File: src/sv/spotlight_pixel_attenuator_defines.svh
// Assertion macros shared by the spotlight pixel attenuator RTL.
`ifndef SPOTLIGHT_PIXEL_ATTENUATOR_DEFINES_SVH
`define SPOTLIGHT_PIXEL_ATTENUATOR_DEFINES_SVH

// Property that must hold at every clock edge outside reset.
`define SPA_ASSERT(lbl, prop, msg) \
  lbl: assert property (@(posedge clk_i) disable iff (!rst_ni) (prop)) else $error(msg);

// Condition in one cycle implies a consequence in the next one.
`define SPA_ASSERT_NEXT(lbl, ante, cons, msg) \
  lbl: assert property (@(posedge clk_i) disable iff (!rst_ni) (ante) |=> (cons)) \
    else $error(msg);

`endif

File: src/sv/spa_sqrt_step.sv
// One registered bit step of the pipelined integer square root.
module spa_sqrt_step #(
  parameter int XW = 42,
  parameter int RW = 21
) (
  input  logic          clk_i,
  input  logic          en_i,
  input  logic [XW-1:0] x_i,
  input  logic [RW:0]   rem_i,
  input  logic [RW-1:0] root_i,
  output logic [XW-1:0] x_o,
  output logic [RW:0]   rem_o,
  output logic [RW-1:0] root_o
);

  logic [RW+1:0] rem_sh;
  logic [RW+1:0] trial;
  logic [RW+1:0] diff;
  logic          ge;

  // The partial remainder never exceeds twice the partial root, so its top
  // bit is zero before the next pair of radicand bits is brought down.
  always_comb begin
    rem_sh = {rem_i[RW-1:0], x_i[XW-1 -: 2]};
    trial  = {root_i, 2'b01};
    ge     = (rem_sh >= trial);
    diff   = rem_sh - trial;
  end

  always_ff @(posedge clk_i) begin
    if (en_i) begin
      x_o    <= {x_i[XW-3:0], 2'b00};
      rem_o  <= ge ? diff[RW:0] : rem_sh[RW:0];
      root_o <= {root_i[RW-2:0], ge};
    end
  end

endmodule

File: config.mk
export PLATFORM = sky130hd
export DESIGN_NAME = spa_sqrt_step
export DESIGN_NICKNAME = d
export VERILOG_FILES = /design/src/sv/spotlight_pixel_attenuator_defines.svh /design/src/sv/spa_sqrt_step.sv
export SDC_FILE = /design/constraint.sdc
export NUM_CORES = 1
export LEC_CHECK = 0
export BUFFER_PORTS_ARGS = -buffer_cell sky130_fd_sc_hd__buf_4
export CAP_MARGIN = 25
export CORE_ASPECT_RATIO = 1.1
export CORE_MARGIN = 2
export CORE_UTILIZATION = 40
export DETAILED_ROUTE_END_ITERATION = 6
export GPL_TIMING_DRIVEN = 1
export HOLD_SLACK_MARGIN = 0.05
export PLACE_DENSITY = 0.68
export SLEW_MARGIN = 10
export SYNTH_ARGS = -nofsm -noshare
export SYNTH_HDL_FRONTEND = slang
export SYNTH_SLANG_ARGS = --single-unit
File: constraint.sdc
create_clock -name clk_i -period 4.05 [get_ports clk_i]
set_clock_uncertainty 0.05 [all_clocks]
set_input_delay 0.81 -clock clk_i [delete_from_list [all_inputs] [get_ports clk_i]]
set_output_delay 0.81 -clock clk_i [all_outputs]
set_load 0.01 [all_outputs]
Word-level counts from Yosys, hierarchy flattened

Index checks and enable logic that the tools add are counted.

Latch bits: 0
ROM bits: 0
Flip-flop bits (word level): 83
Input bits: 87
Output and inout port bits: 85
Word-level logic and storage cells: 6
Memories kept: 0
Bits in writable memories: 0

Magnitude comparators: 1
Multiply operators: 0
Shifts and indexed selects: 0
Div/mod/pow operators: 0
$add $sub $neg: 1
Bitwise operators: 0
Reductions and logical operators: 0
Eq/ne operators: 0
Mux-type cells: 1

Operators by type and width:

| operator                           | number |
|---|---|
| 23-bit greater-or-equal comparator | 1 |
| 22-bit 2-to-1 mux                  | 1 |
| 22-bit subtractor                  | 1 |

Depth between registers and ports, before layout

Depth in word-level cells: 2
Gate-level depth with buffers: 12
Depth with buffers taken out: 9

Least setup slack after synthesis

OpenSTA, ideal clock, no wires.

Path type: input -> register
Start point: input root_i[14]
End point: register rem_o[10], data pin
Setup time: 0.260 ns
Data arrival time: 2.883 ns
Path slack: 0.856 ns
Required time: 3.740 ns
Stages on the path: 12
Path through: inv_1 ha_1 buf_6 a21o_1 a2111oi_4 o21bai_2 a211oi_4 or2_1 buf_6 inv_6 buf_12 mux2_4

Word-level cells in the longest chain between the ends: 2

RTL lines:

| what                               | RTL line            | text |
|---|---|---|
| start, declared                    | spa_sqrt_step.sv:10 | `input logic [RW-1:0] root_i,` |
| 23-bit greater-or-equal comparator | spa_sqrt_step.sv:26 | `ge = (rem_sh >= trial);` |
| net ge                             | spa_sqrt_step.sv:19 | `logic ge;` |
| 22-bit 2-to-1 mux                  | spa_sqrt_step.sv:33 | `rem_o <= ge ? diff[RW:0] : rem_sh[RW:0];` |
| end signal, assigned               | spa_sqrt_step.sv:33 |  |
| end, declared                      | spa_sqrt_step.sv:12 | `output logic [RW:0] rem_o,` |

The timed path passes the listed nets, and every way through them passes these cells.
A chain may end at the register's enable or synchronous reset.

Final worst setup path

Start point: input rem_i[10]
End point: register rem_o[12], data pin

Word-level cells in the longest chain between the ends: 2
Elaborated cells between the ends (all ways): 3

RTL lines:

| what                                                                           | RTL line                                 | text |
|---|---|---|
| start, declared                                                                | spa_sqrt_step.sv:9                       | `input logic [RW:0] rem_i,` |
| 22-bit subtractor / 23-bit greater-or-equal comparator (equally long branches) | spa_sqrt_step.sv:27, spa_sqrt_step.sv:26 |  |
| 22-bit 2-to-1 mux (*)                                                          | spa_sqrt_step.sv:33                      |  |

Every way passes the cells marked *; elsewhere a longest branch is shown, timed or not.

==> metrics.cfg <==
[outcome]
status = complete, no violations

[clock_network]
clock_path_buffers = 2
clkSinkCount = 83
ctsHtreeMaxLevel = 3
cts_tree = done
cts_hold_buf = 0
cts_resized = 0
cts_setup_buffers = 0
cts_root_buffer = clkbuf_16
clk_pin_slew_ns = 0.06
numCtsBuffers = 9

[sta]
tns_ns = 0
fmaxAchievable_mhz = 304.0
setup-violations-final = 0
fin_ws_ns = 0.7604
min_period_ns = 3.290
worst-slew-pin-transition_ns = 0.7549
rsz0062_at_grt = false
hold_viol_final = 0
period_share_pct = 81.22
maxSlewHeadroom_pct = 49.67
drv_slew = 0

[finish]
fin_cells = 638
final_area_mm2 = 0.005903
area_delta_synth_final_pct = 39.01
drive_above_1_share_pct = 42.83
antenna_cells = 0
nFillCells = 878
layout.nets = 601

[synthesis]
synthTopCellsByArea = edfxtp_1 59%, ha_1 6.8%, mux2_4 2.8%
synth_top_flop_cell = edfxtp_1
synth-async-reset-ratio_pct = 0
yosysWarnings = 0
syn_avg_cell_area_um2 = 13.31
synth_edf_count = 83
synthTopCellsByCount = 83 x edfxtp_1, 27 x inv_1, 23 x ha_1
synth_top_cell_area_share_pct = 58.69
netlist_area_mm2 = 0.004247
syn_inst = 319
ys_types = 57
ys_seq_elements = 83
ys_seq_area_share_pct = 58.69
post-synth-top-count-cell = edfxtp_1
yosysTopAreaCell = edfxtp_1

[critical_path]
crit_chain = buf_4 > ha_1 > a21o_1 > a311oi_2 > a31oi_1 > a211oi_4 > or2_1 > inv_6 > mux2_4
startpoint_type = primary input
worstPathArrival_ns = 3.33
cp_slowest_stage_delay_ns = 0.39
cp-end-kind = register
cp_slowest_cell = ha_1
cp_max_fo = 18
path_class = primary input to register
required_ns = 4.09

[detailed_routing]
drt_pass1_iterations = 4
wl_per_cell_um = 16.09
wirelength_um = 10270
num_vias = 3187
route.detailed.drc = 0
via_per_inst = 4.995
ant_nets = 0
drt_iter0_drc = 121

[min_path]
hp-class = primary input to register
hold_depth = 1

[grt]
antenna_found_initial = 0
globalRouteTotalUtil_pct = 17.83
grt_pass1_vias = 3125
grt_overflow = 0
grt_max_degree = 84
grt_pass1_wl_um = 15610

[placed_design]
post-place-ws_ns = 0.4647
placed_cells = 622
gp_congestion = 0.8740
placed_area_mm2 = 0.005615
portBuffers = 168
dp_hpwl_um = 7749

[die]
core_area_mm2 = 0.01034
start_util_pct = 41.05
io_pins = 172
fp.dieW_um = 102.2
die_y_um = 112.1
rows = 39
die-area_mm2 = 0.01146

[pwr]
p_per_area_mw_per_mm2 = 399.0
vdd_drop_max_v = 0.0001860
p_leak_nw = 2.580

[job]
cap_violations = 0

[layout by cell type, fill, tap and decap left out, types with 5 or more instances in the layout]
master / count
inv_1: 27
nor3_1: 7
clkbuf_16: 9
xnor2_1: 8
edfxtp_1: 83
ha_1: 23
o31ai_1: 5
nor2_1: 9
o21a_1: 7
nand3_1: 6
xor2_1: 8
mux2_2: 8
buf_4: 171
a21oi_1: 19
mux2_4: 8
nand2_1: 16
o21ai_0: 19
a21o_1: 7
[through the flow]
stage               utilization, %  power [mW]  hold WS (ns)
floorplan                        -       1.392        0.8589
global placement             54.28       1.638        0.9379
detailed placement           54.28       1.643        0.9394
CTS                          56.80       2.386        0.5859
global route                 57.06       2.471        0.5840
finish                       57.06       2.355        0.5955
[worst paths after layout]
| check | endpoint | slack, ns | start |
|---|---|---|---|
| worst max-delay path | rem_o[12]$_DFFE_PP_ | 0.76 | rem_i[10] |
| worst min-delay path | x_o[39]$_DFFE_PP_ | 0.60 | x_i[37] |
[metal layers]
metal / global-route usage, % / share of wire, % / vias to the layer above
met1: 21.81 / 41 / 1479
met4: 8.089 / 2.0 / 0
li1: - / - / 1551
met3: 5.978 / 10 / 16
met2: 28.42 / 47 / 141
met5: 0 / 0 / -
[critical path: cells and delay by family]
| family | cells | cell delay (ns) |
|---|---|---|
| fa+ha+maj | 1 | 0.39 |
| compound gates | 4 | 1.18 |
| mux | 1 | 0.32 |
| buf+inv | 2 | 0.28 |
| simple gates | 1 | 0.34 |
[state kept, by name (all words and copies together), names as in the netlist]
signal	count
x_o	40
root_o	21
rem_o	22
[area by class of cell]
class                   instances  area, µm²  area share [%]
clock inverters                 5      31.28          0.5299
clock buffers                  10      229.0           3.879
multi-input cells             197       1550           26.26
repair buffers                172       1311           22.21
flip-flops and latches         83       2492           42.22
inverters                      28      110.1           1.865
well taps                     143      178.9           3.031
[kinds of logic (layout without fill, tap and decap cells)]
family | after synthesis | after routing | share of synthesized area (%)
compound gates | 87 | 87 | 15.14
flops | 83 | 83 | 58.69
simple gates | 53 | 53 | 6.158
buf+inv | 40 | 215 | 4.891
fa+ha+maj | 23 | 23 | 6.777
xor+xnor | 16 | 16 | 3.300
mux | 16 | 16 | 4.950
other cells | 1 | 2 | 0.08831
[power by group]
| part | internal (mW) | total (mW) | switching [mW] |
|---|---|---|---|
| combinational | 0.284 | 0.559 | 0.275 |
| clock | 0.409 | 0.730 | 0.320 |
| sequential | 1.04 | 1.07 | 0.0218 |
(Power assumes the default switching activity.)
