<file path="src/sv/spotlight_pixel_attenuator_defines.svh">
// Assertion macros shared by the spotlight pixel attenuator RTL.
`ifndef SPOTLIGHT_PIXEL_ATTENUATOR_DEFINES_SVH
`define SPOTLIGHT_PIXEL_ATTENUATOR_DEFINES_SVH

// Property that must hold at every clock edge outside reset.
`define SPA_ASSERT(lbl, prop, msg) \
  lbl: assert property (@(posedge clk_i) disable iff (!rst_ni) (prop)) else $error(msg);

// Condition in one cycle implies a consequence in the next one.
`define SPA_ASSERT_NEXT(lbl, ante, cons, msg) \
  lbl: assert property (@(posedge clk_i) disable iff (!rst_ni) (ante) |=> (cons)) \
    else $error(msg);

`endif

</file>
<file path="src/sv/spa_pkg.sv">
// Shared constants and types of the spotlight pixel attenuator.
package spa_pkg;

  localparam int CHAN_BITS = 8;
  // Fraction bits of the distance-to-radius ratio; one divider step per bit.
  localparam int DIV_STEPS = 16;
  localparam int GAIN_W    = DIV_STEPS + 1;

  localparam logic [GAIN_W-1:0] GAIN_ONE  = 17'h10000;
  localparam logic [GAIN_W-1:0] GAIN_HALF = 17'h08000;
  // 3.5 in the gain format, one bit wider than the gain itself.
  localparam logic [GAIN_W:0]   GAIN_BASE = 18'h38000;

  typedef enum logic [1:0] {
    REG_CENTER_ROW  = 2'd0,
    REG_CENTER_COL  = 2'd1,
    REG_SPOT_RADIUS = 2'd2
  } spa_reg_e;

endpackage

</file>
<file path="src/sv/spa_lane.sv">
// One colour lane: scales a channel by the gain and truncates the product.
module spa_lane (
  input  logic                           clk_i,
  input  logic                           en_i,
  input  logic [spa_pkg::CHAN_BITS-1:0]  chan_i,
  input  logic [spa_pkg::GAIN_W-1:0]     gain_i,
  output logic [spa_pkg::CHAN_BITS-1:0]  chan_o
);

  import spa_pkg::*;

  logic [CHAN_BITS+GAIN_W-1:0] prod;

  assign prod = {{GAIN_W{1'b0}}, chan_i} * {{CHAN_BITS{1'b0}}, gain_i};

  // The gain never exceeds one, so the kept bits cannot overflow.
  always_ff @(posedge clk_i) begin
    if (en_i) begin
      chan_o <= prod[DIV_STEPS +: CHAN_BITS];
    end
  end

endmodule

</file>
<file path="config.mk">
export PLATFORM = sky130hd
export DESIGN_NAME = spa_lane
export DESIGN_NICKNAME = d
export VERILOG_FILES = /design/src/sv/spotlight_pixel_attenuator_defines.svh /design/src/sv/spa_pkg.sv /design/src/sv/spa_lane.sv
export SDC_FILE = /design/constraint.sdc
export NUM_CORES = 1
export LEC_CHECK = 0
export ABC_AREA = 0
export BUFFER_PORTS_ARGS = -buffer_cell sky130_fd_sc_hd__buf_2
export CORE_MARGIN = 3
export CORE_UTILIZATION = 50
export DETAILED_ROUTE_END_ITERATION = 10
export GPL_TIMING_DRIVEN = 0
export PLACE_DENSITY = 0.72
export SYNTH_ARGS = -nofsm -noshare
export SYNTH_HDL_FRONTEND = slang
export SYNTH_SLANG_ARGS = --single-unit
</file>
<file path="constraint.sdc">
create_clock -name clk_i -period 4.8 [get_ports clk_i]
set_clock_uncertainty 0.2 [all_clocks]
set_input_delay 0.24 -clock clk_i [delete_from_list [all_inputs] [get_ports clk_i]]
set_output_delay 0.24 -clock clk_i [all_outputs]
set_load 0.01 [all_outputs]
</file>
# [Yosys cells after proc, flatten, opt, wreduce, memory -nomap -nowiden]
# Cells that the tools add are included.
[word_totals] ff_bits=8 latch_bits=0 ram_bits=0 rom_bits=0 inputBits=27 out_inout_bits=8 wordCells=2 memories=0
[op_classes] n_addsub=0 mul=1 div_mod_pow=0 n_lt_le_gt_ge=0 eq_ne=0 shift=0 n_mux=0 n_bitwise=0 n_reduce_logical=0
[op_table] cell="8-bit by 17-bit multiplier with 24-bit output" count=1

# [Logic depth before layout (Yosys ltp)]
[logic_depth] ltp_word=1 mapped_depth=17 mapped_depth_nobuf=16

# [Worst setup path before layout]
# Ideal clock, no wire load.
[synth_path] kind="input port to flip-flop" start="input port chan_i[5] (netlist bit)" end="register chan_o[7] (netlist bit), data pin" setup_time_ns=0.260 arrival_time_ns=4.085 t_required_ns=4.340 slack_ns=0.255 stages=16 n_path_buf=1 path_cell_list="clkbuf_1 -> nand2_1 -> fa_1 -> fa_1 -> inv_1 -> fa_1 -> inv_1 -> fa_1 -> inv_1 -> ha_1 -> o21ai_0 -> a21oi_1 -> o221ai_2 -> nand4_1 -> a221o_1 -> xnor2_1"
[synth_via] elab_chain_cells=1
[synth_lines] element="start: declaration" line_no="spa_lane.sv:5" rtl="input logic [spa_pkg::CHAN_BITS-1:0] chan_i,"
[synth_lines] element="8-bit by 17-bit multiplier with 24-bit output" line_no="spa_lane.sv:14" rtl="assign prod = {{GAIN_W{1'b0}}, chan_i} * {{CHAN_BITS{1'b0}}, gain_i};"
[synth_lines] element="net prod[23]" line_no="spa_lane.sv:12" rtl="logic [CHAN_BITS+GAIN_W-1:0] prod;"
[synth_lines] element="end signal: assignment" line_no="spa_lane.sv:19" rtl="chan_o <= prod[DIV_STEPS +: CHAN_BITS];"
[synth_lines] element="end: declaration" line_no="spa_lane.sv:7" rtl="output logic [spa_pkg::CHAN_BITS-1:0] chan_o"
# The timed path passes the listed nets, and every way through them passes these cells.
# A chain may end at the register's enable or synchronous reset.

# [Final worst setup path]
[layout_path] start="input port chan_i[7] (netlist bit)" end="register chan_o[7] (netlist bit), data pin"
# Same word-level chain as after synthesis.

==> flow_summary.yaml <==
outcome:
  status: "finished clean"
timing:
  grt_setup_unrepaired: "no"
  period_share_pct: 95.9
  final-hold-violation-count: 0
  setup_tns_ns: 0
  maxSlewViolCount: 0
  setup_violations: 0
  finalCriticalPeriod_ns: 4.60
  relSlewSlack_pct: 66.0
  max_freq_ghz: 0.217
  tightest_slew_ns: 0.510
  worst_hold_slack_ns: 0.153
clock_tree:
  cts.clk_slew.worst_paths_ns: 0.04
  cts_sinks: 8
  cts_tree: "done"
  clock_path_buffers: 2
  cts-buffers-inserted: 3
  clockRootBuffer: "clkbuf_8"
  cts.htree.levels: 1
logic_synthesis:
  synthDistinctLibCells: 34
  synth_area_per_cell_um2: 9.49
  ys_seq_area_share_pct: 5.70
  synth.area.top_cells: "fa_1, and2_1, ha_1, inv_1, edfxtp_1"
  synth_top_area_share_pct: 41.8
  netlist_area_um2: 4210
  synth_flop_cell: "edfxtp_1"
  synth_seq_cells: 8
  async_flop_share_pct: 0
  synth_edf_count: 8
  synth.net_count: 599
  yosysTopAreaCell: "fa_1"
  syn_inst: 444
  ys.warnings.count: 0
final_layout:
  finalInstanceArea_um2: 4560
  nNetsFinal: 633
  largest_reg_flops: 8
  diodes: 0
  syn_to_final_growth_pct: 8.32
  layout-drive-gt1-share_pct: 12.4
  largest-register: "chan_o"
  top_regs: "chan_o (8)"
  nFillCells: 695
die:
  num_rows: 32
  start_util_pct: 52.9
  io_pins: 35
  die_h_um: 97.8
  die_w_um: 97.8
  core-area_um2: 7970
  die-area_um2: 9560
grt:
  grt_overflow: 0
  grt_max_degree: 18
  track_usage_pct: 19.8
  grt_pass1_wl_mm: 15.7
  first_global_vias: 3361
  antenna_found_initial: 0
worst_hold_path:
  hp-start: "en_i"
  hp-class: "input pin to register"
  hold_path_depth: 1
  min_to: "chan_o[3]"
critical_path:
  critPathLaunchType: "input pin"
  end_kind: "register"
  crit_required_ns: 4.58
  worstPathMaxFanout: 17
  arrival_ns: 4.38
  critPathKind: "input pin to register"
routing:
  routed_wl_mm: 8.55
  drc_errors: 0
  ant_nets: 0
  wl_per_cell_um: 14.8
  route.vias.total: 2975
  dr.pass1.iters: 4
  drt-initial-drc-count: 88
  avgViaCountPerCell: 5.15
flow_run:
  drv_cap: 0
place:
  gp_congestion: 0.876
  dp.final_hpwl_mm: 7.65
  place_area_um2: 4510
  io_buffer_count: 34
power:
  peakVddDrop_mv: 0.262
  power.density_nw_per_um2: 390
  p_leak_uw: 0.00230
Yosys cell counts (all sizes together) (3+ instances only):
library cell and number:
o21ai 5, a21o 3, clkbuf 8, nand2 33
nand4 4, and2 108, xnor2 11, nor2 6
a31oi 4, nor3 5, inv 94, edfxtp 8
a21oi 12, fa 88, ha 40
placed cells by master, fill, tap and decap left out, types with 2 or more instances in the layout:
cell type and n:
a21o_1 3, nor2_1 6, a211oi_2 2, a21oi_1 12, ha_1 40, buf_4 4
edfxtp_1 8, clkbuf_1 2, and2_1 97, inv_1 94, nand4_1 2, nand2_1 33
fa_1 88, o21ai_0 3, buf_2 27, nor2b_1 2, and3_1 2, clkbuf_4 3
and2_2 10, nor3_1 5, clkbuf_8 3, xnor2_1 11, a31oi_1 3
per-layer routing:
metal / up-vias / routed length, um / global-route usage (%)
met4: 0 / 116 / 2.98
li1: 1417 / - / -
met3: 8 / 288 / 2.64
met5: - / 0 / 0
met2: 50 / 4290 / 34.3
met1: 1500 / 3860 / 27.5
critical path, stage by stage:
cell and delay [ns]:
clkbuf_4 0.21, nand2_1 0.10, fa_1 0.47, fa_1 0.56, inv_1 0.06, fa_1 0.55
inv_1 0.06, fa_1 0.54, inv_1 0.05, ha_1 0.34, o21ai_1 0.16, a21oi_1 0.07
o221ai_2 0.27, nand4_1 0.22, a221o_1 0.35, xnor2_1 0.13
area by class of cell:
type                    count  area, um^2  area share [%]
clock buffers               3        41.3           0.905
plain buffers               2        7.51           0.165
well taps                 102         128            2.80
repair buffers             35         199            4.36
inverters                  94         353            7.73
flip-flops and latches      8         240            5.26
multi-input cells         334        3590            78.8
power breakdown:
group          total, uW  internal, uW  switching, uW
sequential           160           154           6.02
combinational       1540           664            875
clock               81.2          54.3           26.8
kinds of logic after synthesis:
kind of cell / Yosys count / share of synthesized area, %
and+or+nand+nor: 163 / 22.9
xor gates and xnor gates: 12 / 2.49
DFF: 8 / 5.70
buffers and inverters: 102 / 9.09
adders and majority gates: 128 / 53.7
AOI/OAI and AO/OA: 31 / 6.15
worst max path at each step:
stage               startpoint        end
floorplan            chan_i[5]  chan_o[7]
global placement     chan_i[5]  chan_o[7]
detailed placement   chan_i[5]  chan_o[7]
CTS                  chan_i[5]  chan_o[7]
global route         chan_i[7]  chan_o[7]
finish               chan_i[7]  chan_o[7]
per-stage QoR:
stage / utilization (%) / setup WS, ns / total power [uW] / cells
2_1_floorplan: - / 0.255 / 1370 / 444
3_3_place_gp: 56.6 / -0.509 / 1660 / 580
3_5_place_dp: 56.6 / -0.600 / 1700 / 580
4_1_cts: 56.8 / 0.0376 / 1790 / 577
5_1_grt: 57.3 / 0.00616 / 2030 / 578
6_report: 57.3 / 0.196 / 1780 / 578
what timing repair did:
| action | 4_1_cts | 5_1_grt |
|---|---|---|
| pin swaps | 0 | 2 |
| hold endpoints to repair | 0 | 0 |
| hold buffers | 0 | 0 |
| buffers inserted | 0 | 1 |
| endpoints found under the setup margin | 8 | 4 |
| resized for setup | 0 | 14 |
(Power assumes the default switching activity.)
