--- src/sv/spotlight_pixel_attenuator_defines.svh ---
// Assertion macros shared by the spotlight pixel attenuator RTL.
`ifndef SPOTLIGHT_PIXEL_ATTENUATOR_DEFINES_SVH
`define SPOTLIGHT_PIXEL_ATTENUATOR_DEFINES_SVH

// Property that must hold at every clock edge outside reset.
`define SPA_ASSERT(lbl, prop, msg) \
  lbl: assert property (@(posedge clk_i) disable iff (!rst_ni) (prop)) else $error(msg);

// Condition in one cycle implies a consequence in the next one.
`define SPA_ASSERT_NEXT(lbl, ante, cons, msg) \
  lbl: assert property (@(posedge clk_i) disable iff (!rst_ni) (ante) |=> (cons)) \
    else $error(msg);

`endif

--- src/sv/spa_pkg.sv ---
// Shared constants and types of the spotlight pixel attenuator.
package spa_pkg;

  localparam int CHAN_BITS = 8;
  // Fraction bits of the distance-to-radius ratio; one divider step per bit.
  localparam int DIV_STEPS = 16;
  localparam int GAIN_W    = DIV_STEPS + 1;

  localparam logic [GAIN_W-1:0] GAIN_ONE  = 17'h10000;
  localparam logic [GAIN_W-1:0] GAIN_HALF = 17'h08000;
  // 3.5 in the gain format, one bit wider than the gain itself.
  localparam logic [GAIN_W:0]   GAIN_BASE = 18'h38000;

  typedef enum logic [1:0] {
    REG_CENTER_ROW  = 2'd0,
    REG_CENTER_COL  = 2'd1,
    REG_SPOT_RADIUS = 2'd2
  } spa_reg_e;

endpackage

--- src/sv/spa_div_step.sv ---
// One registered quotient bit of the distance-by-radius divider.
module spa_div_step #(
  parameter int CB = 12
) (
  input  logic                     clk_i,
  input  logic                     en_i,
  input  logic [CB-1:0]            radius_i,
  input  logic [CB-1:0]            rem_i,
  input  logic [spa_pkg::DIV_STEPS-1:0] num_i,
  input  logic [spa_pkg::DIV_STEPS-1:0] quo_i,
  output logic [CB-1:0]            rem_o,
  output logic [spa_pkg::DIV_STEPS-1:0] num_o,
  output logic [spa_pkg::DIV_STEPS-1:0] quo_o
);

  import spa_pkg::*;

  logic [CB:0] rem_sh;
  logic [CB:0] diff;
  logic        ge;

  always_comb begin
    rem_sh = {rem_i, num_i[DIV_STEPS-1]};
    ge     = (rem_sh >= {1'b0, radius_i});
    diff   = rem_sh - {1'b0, radius_i};
  end

  // The remainder stays below the radius, so CB bits hold it either way.
  always_ff @(posedge clk_i) begin
    if (en_i) begin
      rem_o <= ge ? diff[CB-1:0] : rem_sh[CB-1:0];
      num_o <= {num_i[DIV_STEPS-2:0], 1'b0};
      quo_o <= {quo_i[DIV_STEPS-2:0], ge};
    end
  end

endmodule

--- config.mk ---
export PLATFORM = sky130hd
export DESIGN_NAME = spa_div_step
export DESIGN_NICKNAME = d
export VERILOG_FILES = /design/src/sv/spotlight_pixel_attenuator_defines.svh /design/src/sv/spa_pkg.sv /design/src/sv/spa_div_step.sv
export SDC_FILE = /design/constraint.sdc
export NUM_CORES = 1
export LEC_CHECK = 0
export BUFFER_PORTS_ARGS = -buffer_cell sky130_fd_sc_hd__buf_2
export CORE_AREA = 5 5 75 77
export CTS_CLUSTER_DIAMETER = 80
export DETAILED_ROUTE_END_ITERATION = 10
export DIE_AREA = 0 0 80 82
export GPL_ROUTABILITY_DRIVEN = 0
export PLACE_DENSITY = 0.79
export SLEW_MARGIN = 5
export SYNTH_ARGS = -nofsm -noshare
export SYNTH_HDL_FRONTEND = slang
export SYNTH_SLANG_ARGS = --single-unit
--- constraint.sdc ---
create_clock -name clk_i -period 3.38 [get_ports clk_i]
set_input_delay 0.338 -clock clk_i [delete_from_list [all_inputs] [get_ports clk_i]]
set_output_delay 0.338 -clock clk_i [all_outputs]
set_load 0.005 [all_outputs]
# --- Yosys cells after proc, flatten, opt, wreduce, memory -nomap -nowiden ---
# Cells that the tools add are included.
word_totals:
  word_cells: 6
  output_inout_bits: 44
  register_bits: 43
classes:
  addsub: 1
  magnitude_cmp: 1
  mux: 1
ops:
  columns: ["operator", "n"]
  rows:
  - ["13-bit by 12-bit >= comparator with 1-bit output", 1]
  - ["12-bit two-way mux", 1]
  - ["12-bit subtractor", 1]

# --- Logic depth before layout (Yosys ltp) ---
# Gate-level depths: netlist of run 1.
depth:
  depth_word: 2
  depth_mapped: 9
  depth_no_buf: 9

# --- Worst setup path after synthesis of run 1 ---
# Ideal clock, no wire load.
synth_path:
  path_kind: "input port to flip-flop"
  start: "input port radius_i[1]"
  end: "register rem_o[10], data pin"
  n_path_buf: 1
  t_arrival_ns: 2.347
  stages: 9
  setup_ns: 0.260
  slack_ns: 0.773
  path_cell_list: "inv_1 > ha_1 > nor2b_4 > o31a_1 > o31a_1 > o311a_4 > nor4_4 > buf_8 > mux2_4"
synth_via:
  elab_chain_cells: 2
synth_rtl:
  columns: ["item", "line_no", "text"]
  rows:
  - ["start: declaration", "spa_div_step.sv:7", "input logic [CB-1:0] radius_i,"]
  - ["12-bit subtractor or 13-bit by 12-bit >= comparator with 1-bit output (tied branches)", "spa_div_step.sv:25, spa_div_step.sv:24", null]
  - ["12-bit two-way mux (*)", "spa_div_step.sv:31", "rem_o <= ge ? diff[CB-1:0] : rem_sh[CB-1:0];"]
  - ["end signal: assignment", "spa_div_step.sv:31", null]
  - ["end: declaration", "spa_div_step.sv:11", "output logic [CB-1:0] rem_o,"]
# Mark *: on every way between the ends. The rest lies on a longest branch, timed or not.
# A chain may end at the register's enable or synchronous reset.

# --- Final worst setup path of run 1 ---
layout_path:
  start: "input port radius_i[1]"
  end: "register rem_o[11], data pin"
# The elaborated chain is that of the path after synthesis.

==> results by group, run 1 <==
Run status
  – Run status: completed

Timing
  – Final hold viol count: 0
  – Count of final max-slew check failures: 0
  – Setup-failing EPs final: 0
  – Worst Max-Slew Pin Slew: around 900 ps
  – Minimum clock period: 2530 ps
  – Setup TNS: 0 ps
  – Hold WS: 222 ps
  – Max transition margin: 38.9%
  – RSZ-0062 raised after global routing: no
  – Final period util: 75.0%
  – Fmax: 0.394 GHz

Route
  – Via/cell ratio: a little under 5
  – 1st-iter DRT viols: 59
  – Final ANT Viol Nets: 0
  – Number of remaining DRC errors: 0
  – DRT Wirelength: 4.87 mm
  – Vias: 1572
  – Routed length per instance: between 10 and 15 um
  – 1st-pass router iterations: 4

Logic synthesis
  – Post-synth EDFFs: 43
  – Most frequent cells after synthesis: edfxtp_1, inv_1, ha_1, nand3_1, nor2_1
  – Mapped cell area: ~2200 um2
  – Synth area leader: edfxtp_1
  – Syn Inst Count: 153
  – Yosys warns: 0
  – Ys flop type: edfxtp_1
  – Synth unique cells: 38
  – Synth top area share: 59.8%
  – Count leader, synth: edfxtp_1
  – Syn Nets: 224
  – Synth Register Bits: 43
  – Syn_area_per_cell: between 10 and 15 um2
  – Synth top area cells: edfxtp_1, ha_1, mux2_4
  – Sequential cell area fraction in the yosys report: 59.8%
  – Ys async rst share: 0%

Clock network
  – Post-CTS Setup Bufs: 0
  – Clock root buffer: clkbuf_8
  – CTS-repair resized insts: 0
  – Post-CTS Hold Buffers: 0
  – Num CTS Buffers: 5
  – Sink Count: 43
  – Clock-pin transition on the worst setup and hold timing paths: around 70 ps
  – Clk buf depth: 2
  – CTS tree: done
  – Htree depth: 2

Floorplanning
  – Die ar.: about 6600 um2
  – Row count: 26
  – I/O pins: 102
  – Initial Util: 43.6%
  – Core area: 4940 um2
  – Die span in x: 80 um
  – DIE HEIGHT: 82 um

Worst setup path
  – CP endpoint kind: flop
  – CP Cell Sequence: buf_2 -> inv_1 -> ha_1 -> nor2b_4 -> o31a_1 -> o31a_1 -> o311a_4 -> nor4_4 -> buf_4 -> mux2_2
  – Crit. Startpoint: radius_i[1]
  – CP Launch Type: input pin
  – Crit-path max FO: 13
  – Worst Setup Path Type: input pin to flop
  – WP data arrival: 2580 ps
  – Worst path most repeated cell: o31a_1
  – Worst Setup EP: rem_o[11]
  – CP Data Required Time: between 3000 and 4000 ps
  – CP peak stage delay: 370 ps
  – Slowest cell on crit path: mux2_2

Job
  – Max cap viols: 0

Hold path
  – Min-delay worst type: input pin to flop
  – Hold path startpoint: quo_i[10]

Global route
  – Overall routing resource usage: between 10% and 20%
  – Met1 usage: 16.1%
  – First-pass GRT wire length: roughly 7.2 mm
  – Vias in the first global route: 1519
  – Congestion Overflow GR: 0
  – GRT met2 Usage: 26.7%
  – Largest net degree at the start of global routing: 44
  – GR Util met3: 3.84%
  – Initial antenna violation count: 0
  – Grt peak-use layer: met2

Finish
  – Fraction of layout cells with a size suffix above 1: ~47%
  – Final core utilization: around 57%
  – Area growth, synth to finish: 30.9%
  – N_diodes: 0
  – Final net count: 328
  – Final instance area: about 2800 um2
  – Layout fillers: approximately 430

Power and ir drop
  – PnR Total Power: roughly 1.3 mW
  – Pwr dens: 466 nW/um2
  – Worst vdd ir: 231 uV
  – Static leakage: 1.27 nW

Placement
  – Placed cell areas: 2720 um2
  – HPWL Detailed: 3.87 mm
  – Port buffer count: 99
==> state kept, by name, indices dropped and copies added (netlist names) <==
name and cells:
quo_o 16, rem_o 12, num_o 15
==> metal layers <==
metal / routed length [um] / vias to the layer above / share of wire [%]
met5: 0 / - / 0
li1: - / 772 / -
met3: 488 / 5 / 10
met4: 64 / 0 / 1.3
met1: 1900 / 722 / 39
met2: 2410 / 73 / 50
==> how the worst min path moves through the flow <==
| stage | endpoint | depth (start not counted) | slack, ps |
|---|---|---|---|
| final | quo_o[11] | 1 | 220 |
| after global routing | quo_o[11] | 1 | 200 |
| after CTS | quo_o[11] | 1 | 210 |
| after detailed placement | quo_o[14] | 1 | 520 |
| after global placement | num_o[7] | 1 | 510 |
| after floorplan | num_o[10] | 0 | 440 |
==> worst max-delay path, delay by kind of cell <==
family | cells | cell delay, ps
AND/OR/NAND/NOR | 2 | 260
multiplexers | 1 | 370
adder cells (fa/ha/maj) | 1 | 300
AO/OA/AOI/OAI | 3 | 870
buffers and inverters | 3 | 430
==> placed cells by master, fill, tap and decap left out, types with 2 or more instances in the layout <==
cell / netlist / layout
o31a_1: 2 / 2
nor2_1: 9 / 9
nor2b_1: 4 / 4
nor3_1: 3 / 3
mux2_4: 7 / 7
mux2i_1: 3 / 3
buf_2: 0 / 99
o21ai_0: 3 / 3
nand3_1: 9 / 9
clkbuf_8: 0 / 5
nand2_1: 4 / 4
inv_1: 15 / 15
o21a_1: 2 / 2
xor2_1: 3 / 3
ha_1: 12 / 12
mux2_2: 3 / 3
edfxtp_1: 43 / 43
xnor2_1: 5 / 5
a21oi_1: 5 / 5
==> logic make-up (layout without fill, tap and decap cells) <==
logic type / after synthesis / in the layout / synth area share [%]
buffers and inverters: 18 / 122 / 3.83
AND/OR/NAND/NOR: 34 / 34 / 8.75
adder cells (fa/ha/maj): 13 / 13 / 7.88
AO/OA/AOI/OAI: 23 / 23 / 8.46
other: 1 / 1 / 0.174
flip-flops: 43 / 43 / 59.8
multiplexers: 13 / 13 / 7.83
XOR/XNOR: 8 / 8 / 3.25
==> area by class of cell <==
| class | count | area, um2 | share of cell area [%] |
|---|---|---|---|
| timing repair buffer | 100 | 503 | 17.8 |
| clock buffer | 6 | 72.6 | 2.57 |
| multi-input combinational | 92 | 785 | 27.8 |
| tap | 70 | 87.6 | 3.10 |
| inverter | 15 | 56.3 | 1.99 |
| clock inverter | 1 | 30.0 | 1.06 |
| sequential | 43 | 1290 | 45.7 |
==> through the flow <==
step	cells	worst slack (ps)
after detailed placement	320	526
after global placement	320	558
after floorplan	153	773
final	327	845
after global routing	327	660
after CTS	327	839
==> report_power, final <==
group,switching [mW],leakage (nW),internal (mW)
clock,0.155,0.0513,0.216
combinational,0.133,0.799,0.149
sequential,0.0111,0.421,0.653
(Power assumes the default switching activity.)
==> run 2: changes to the inputs <==
ABC_AREA = 1   (was unset)
CORE_AREA = 5 5 77 79   (was 5 5 75 77)
DIE_AREA = 0 0 82 84   (was 0 0 80 82)
clock period = 2.39 ns   (was 3.38 ns; I/O delays follow)
==> run 2 against run 1 <==
Against the previous run: core utilization increased by 0.082 points; critical path depth grew 1; synthesized area grew 7.7%; sequential power up 41%; die area increased by 5.0%; synthesized cell count increased by 49%; critical path type unchanged.
==> results by group, run 2 <==
Timing
  – RSZ-0062 raised after global routing: no
  – Minimum clock period: 1750 ps
  – Count of final max-slew check failures: 0 (unchanged)
  – Max transition margin: 39.3% (+0.37 points)
  – Fmax: 0.571 GHz
  – Setup TNS: 0 ps (unchanged)
  – Final hold viol count: 0 (unchanged)
  – Worst Max-Slew Pin Slew: 911 ps (-5.57 ps)
  – Setup-failing EPs final: 0 (unchanged)
  – Final period util: 73.2%

Floorplanning
  – Initial Util: 44.1% (+0.46 points)
  – Row count: 27 (+3.8%)
  – Core area: 5270 um2 (+6.6%)
  – Die span in x: 82 um (+2.5%)
  – I/O pins: 102 (unchanged)
  – Die ar.: 6890 um2 (+5.0%)
  – DIE HEIGHT: 84 um (+2.4%)

Global route
  – Congestion Overflow GR: 0 (unchanged)
  – Vias in the first global route: 1850 (+22%)
  – First-pass GRT wire length: 7.89 mm (+8.8%)
  – Overall routing resource usage: 14.9% (+0.19 points)
  – Largest net degree at the start of global routing: 44 (unchanged)
  – Initial antenna violation count: 0 (unchanged)

Logic synthesis
  – Synth area leader: edfxtp_1
  – Sequential cell area fraction in the yosys report: 55.5% (-4.3 points)
  – Synth top area share: 55.5% (-4.3 points)
  – Post-Synth XOR/XNOR Area: 2.26% (-0.99 points)
  – Most frequent cells after synthesis: nand2_1, edfxtp_1, inv_1, ha_1
  – Mapped cell area: 2320 um2 (+7.7%)
  – Ys flop type: edfxtp_1
  – Synth Register Bits: 43 (unchanged)
  – Synth Area in Adders: 7.32% (-0.56 points)
  – Synth top area cells: edfxtp_1, nand2_1, inv_1
  – Post-synthesis compound-gate area fraction: 3.12% (-5.3 points)
  – Main combinational cell family by area after synthesis: simple AND/OR/NAND/NOR gates
  – Synth Area in Simple Gates: 23.1% (+14 points)
  – Syn_area_per_cell: 10.2 um2 (-28%)
  – Ys async rst share: 0% (unchanged)
  – Syn Inst Count: 228 (+49%)
  – Count leader, synth: nand2_1
  – Synth unique cells: 27 (-29%)
  – Post-synth EDFFs: 43 (unchanged)
  – Syn Nets: 299 (+33%)
  – Post-synthesis mux area share: 0% (-7.8 points)
  – Yosys warns: 0 (unchanged)

Worst setup path
  – CP Cell Sequence: buf_2 -> inv_1 -> ha_1 -> nand2_1 -> nand2_1 -> inv_1 -> nand2_2 -> a21oi_4 -> nand3_4 -> nand2_1 -> o21ai_2
  – CP Data Required Time: 2430 ps (-990 ps)
  – Crit-path leading delay family: simple AND/OR/NAND/NOR gates
  – Slowest cell on crit path: ha_1
  – Crit-path max FO: 19 (+6)
  – Crit path buffers/inverters: 3 (unchanged)
  – CP endpoint kind: flop
  – Worst Setup Path Type: input pin to flop
  – CP Launch Type: input pin
  – WP data arrival: 1790 ps (-790 ps)
  – CP peak stage delay: 350 ps (-20 ps)
  – Worst path most repeated cell: nand2_1

Finish
  – Most common cell after layout, fill and taps aside: buf_2
  – Area growth, synth to finish: 29.7%
  – Largest Register: quo_o
  – N_diodes: 0 (unchanged)
  – Final instance area: 3020 um2 (+6.7%)
  – Max reg flops: 16 (unchanged)
  – Final net count: 403 (+23%)
  – Fraction of layout cells with a size suffix above 1: 38.7% (-8.3 points)
  – Most frequent cells in the layout: buf_2, nand2_1, inv_1, edfxtp_1, ha_1
  – Largest regs: quo_o (16), num_o (15), rem_o (12)
  – Final core utilization: 57.2% (+0.082 points)

Clock network
  – Htree depth: 2 (unchanged)
  – Clock-pin transition on the worst setup and hold timing paths: 70 ps (about the same)
  – CTS tree: done
  – Num CTS Buffers: 5 (unchanged)
  – Clock root buffer: clkbuf_8
  – CTS-repair resized insts: 0 (unchanged)
  – Clk buf depth: 2 (unchanged)
  – Post-CTS Hold Buffers: 0 (unchanged)
  – Post-CTS Setup Bufs: 0 (unchanged)
  – Sink Count: 43 (unchanged)

Route
  – Final ANT Viol Nets: 0 (unchanged)
  – 1st-iter DRT viols: 94 (+59%)
  – Routed length per instance: 12.2 um (-18%)
  – Vias: 1826 (+16%)
  – DRT Wirelength: 4.96 mm (+1.9%)
  – Number of remaining DRC errors: 0 (unchanged)
  – 1st-pass router iterations: 5 (+1)
  – Via/cell ratio: 4.51 (-6.2%)

Power and ir drop
  – Static leakage: 1.53 nW (+20%)
  – Pwr dens: 651 nW/um2 (+40%)
  – Worst vdd ir: 250 uV (+8.3%)

Job
  – Max cap viols: 0 (unchanged)

Run status
  – Run status: completed

Placement
  – Placed cell areas: 2880 um2 (+5.9%)
  – HPWL Detailed: 4.11 mm (+6.3%)
  – Port buffer count: 99 (unchanged)

Hold path
  – Min-delay worst type: input pin to flop
## run 2: metrics by stage
step           total power, mW  hold slack, ps  setup slack, ps  std cells
2_1_floorplan             1.18             338              669        228
3_3_place_gp              1.33             416              365        397
3_5_place_dp              1.34             417              319        397
4_1_cts                   2.00             105              643        405
5_1_grt                   2.09            98.7              501        405
6_report                  1.96             121              639        405
## run 2: area by class of cell
cell class / instances / area (um2)
fillers: 491 / 2250
flip-flops and latches: 43 / 1290
multi-input cells: 138 / 837
repair buffers: 99 / 495
inverters: 45 / 169
well taps: 72 / 90.1
clock buffers: 6 / 72.6
clock inverters: 2 / 60.1
## run 2: worst paths after layout
check                        from       end  slack (ps)  depth (start not counted)
worst max-delay path  radius_i[8]  rem_o[5]         640                         11
worst min-delay path     quo_i[0]  quo_o[1]         120                          1
## run 2: cells by family (layout without fill, tap and decap cells)
logic type               Yosys count  count (layout)
XOR/XNOR                           6               6
AO/OA/AOI/OAI                     10              10
AND/OR/NAND/NOR                  108             108
adder cells (fa/ha/maj)           13              13
buffers and inverters             47             152
other                              1               1
flip-flops                        43              43
## run 2: metal layers
| metal | share of wire [%] | global-route usage [%] |
|---|---|---|
| met1 | 37 | 16.1 |
| met2 | 50 | 26.1 |
| met3 | 12 | 4.97 |
| met4 | 1.6 | 5.89 |
| met5 | 0 | 0 |
## run 2: where the power goes
group / internal (mW) / switching [mW] / leakage (nW)
sequential: 0.920 / 0.0141 / 0.421
clock: 0.417 / 0.224 / 0.0654
combinational: 0.168 / 0.219 / 1.04
total: 1.51 / 0.457 / 1.53
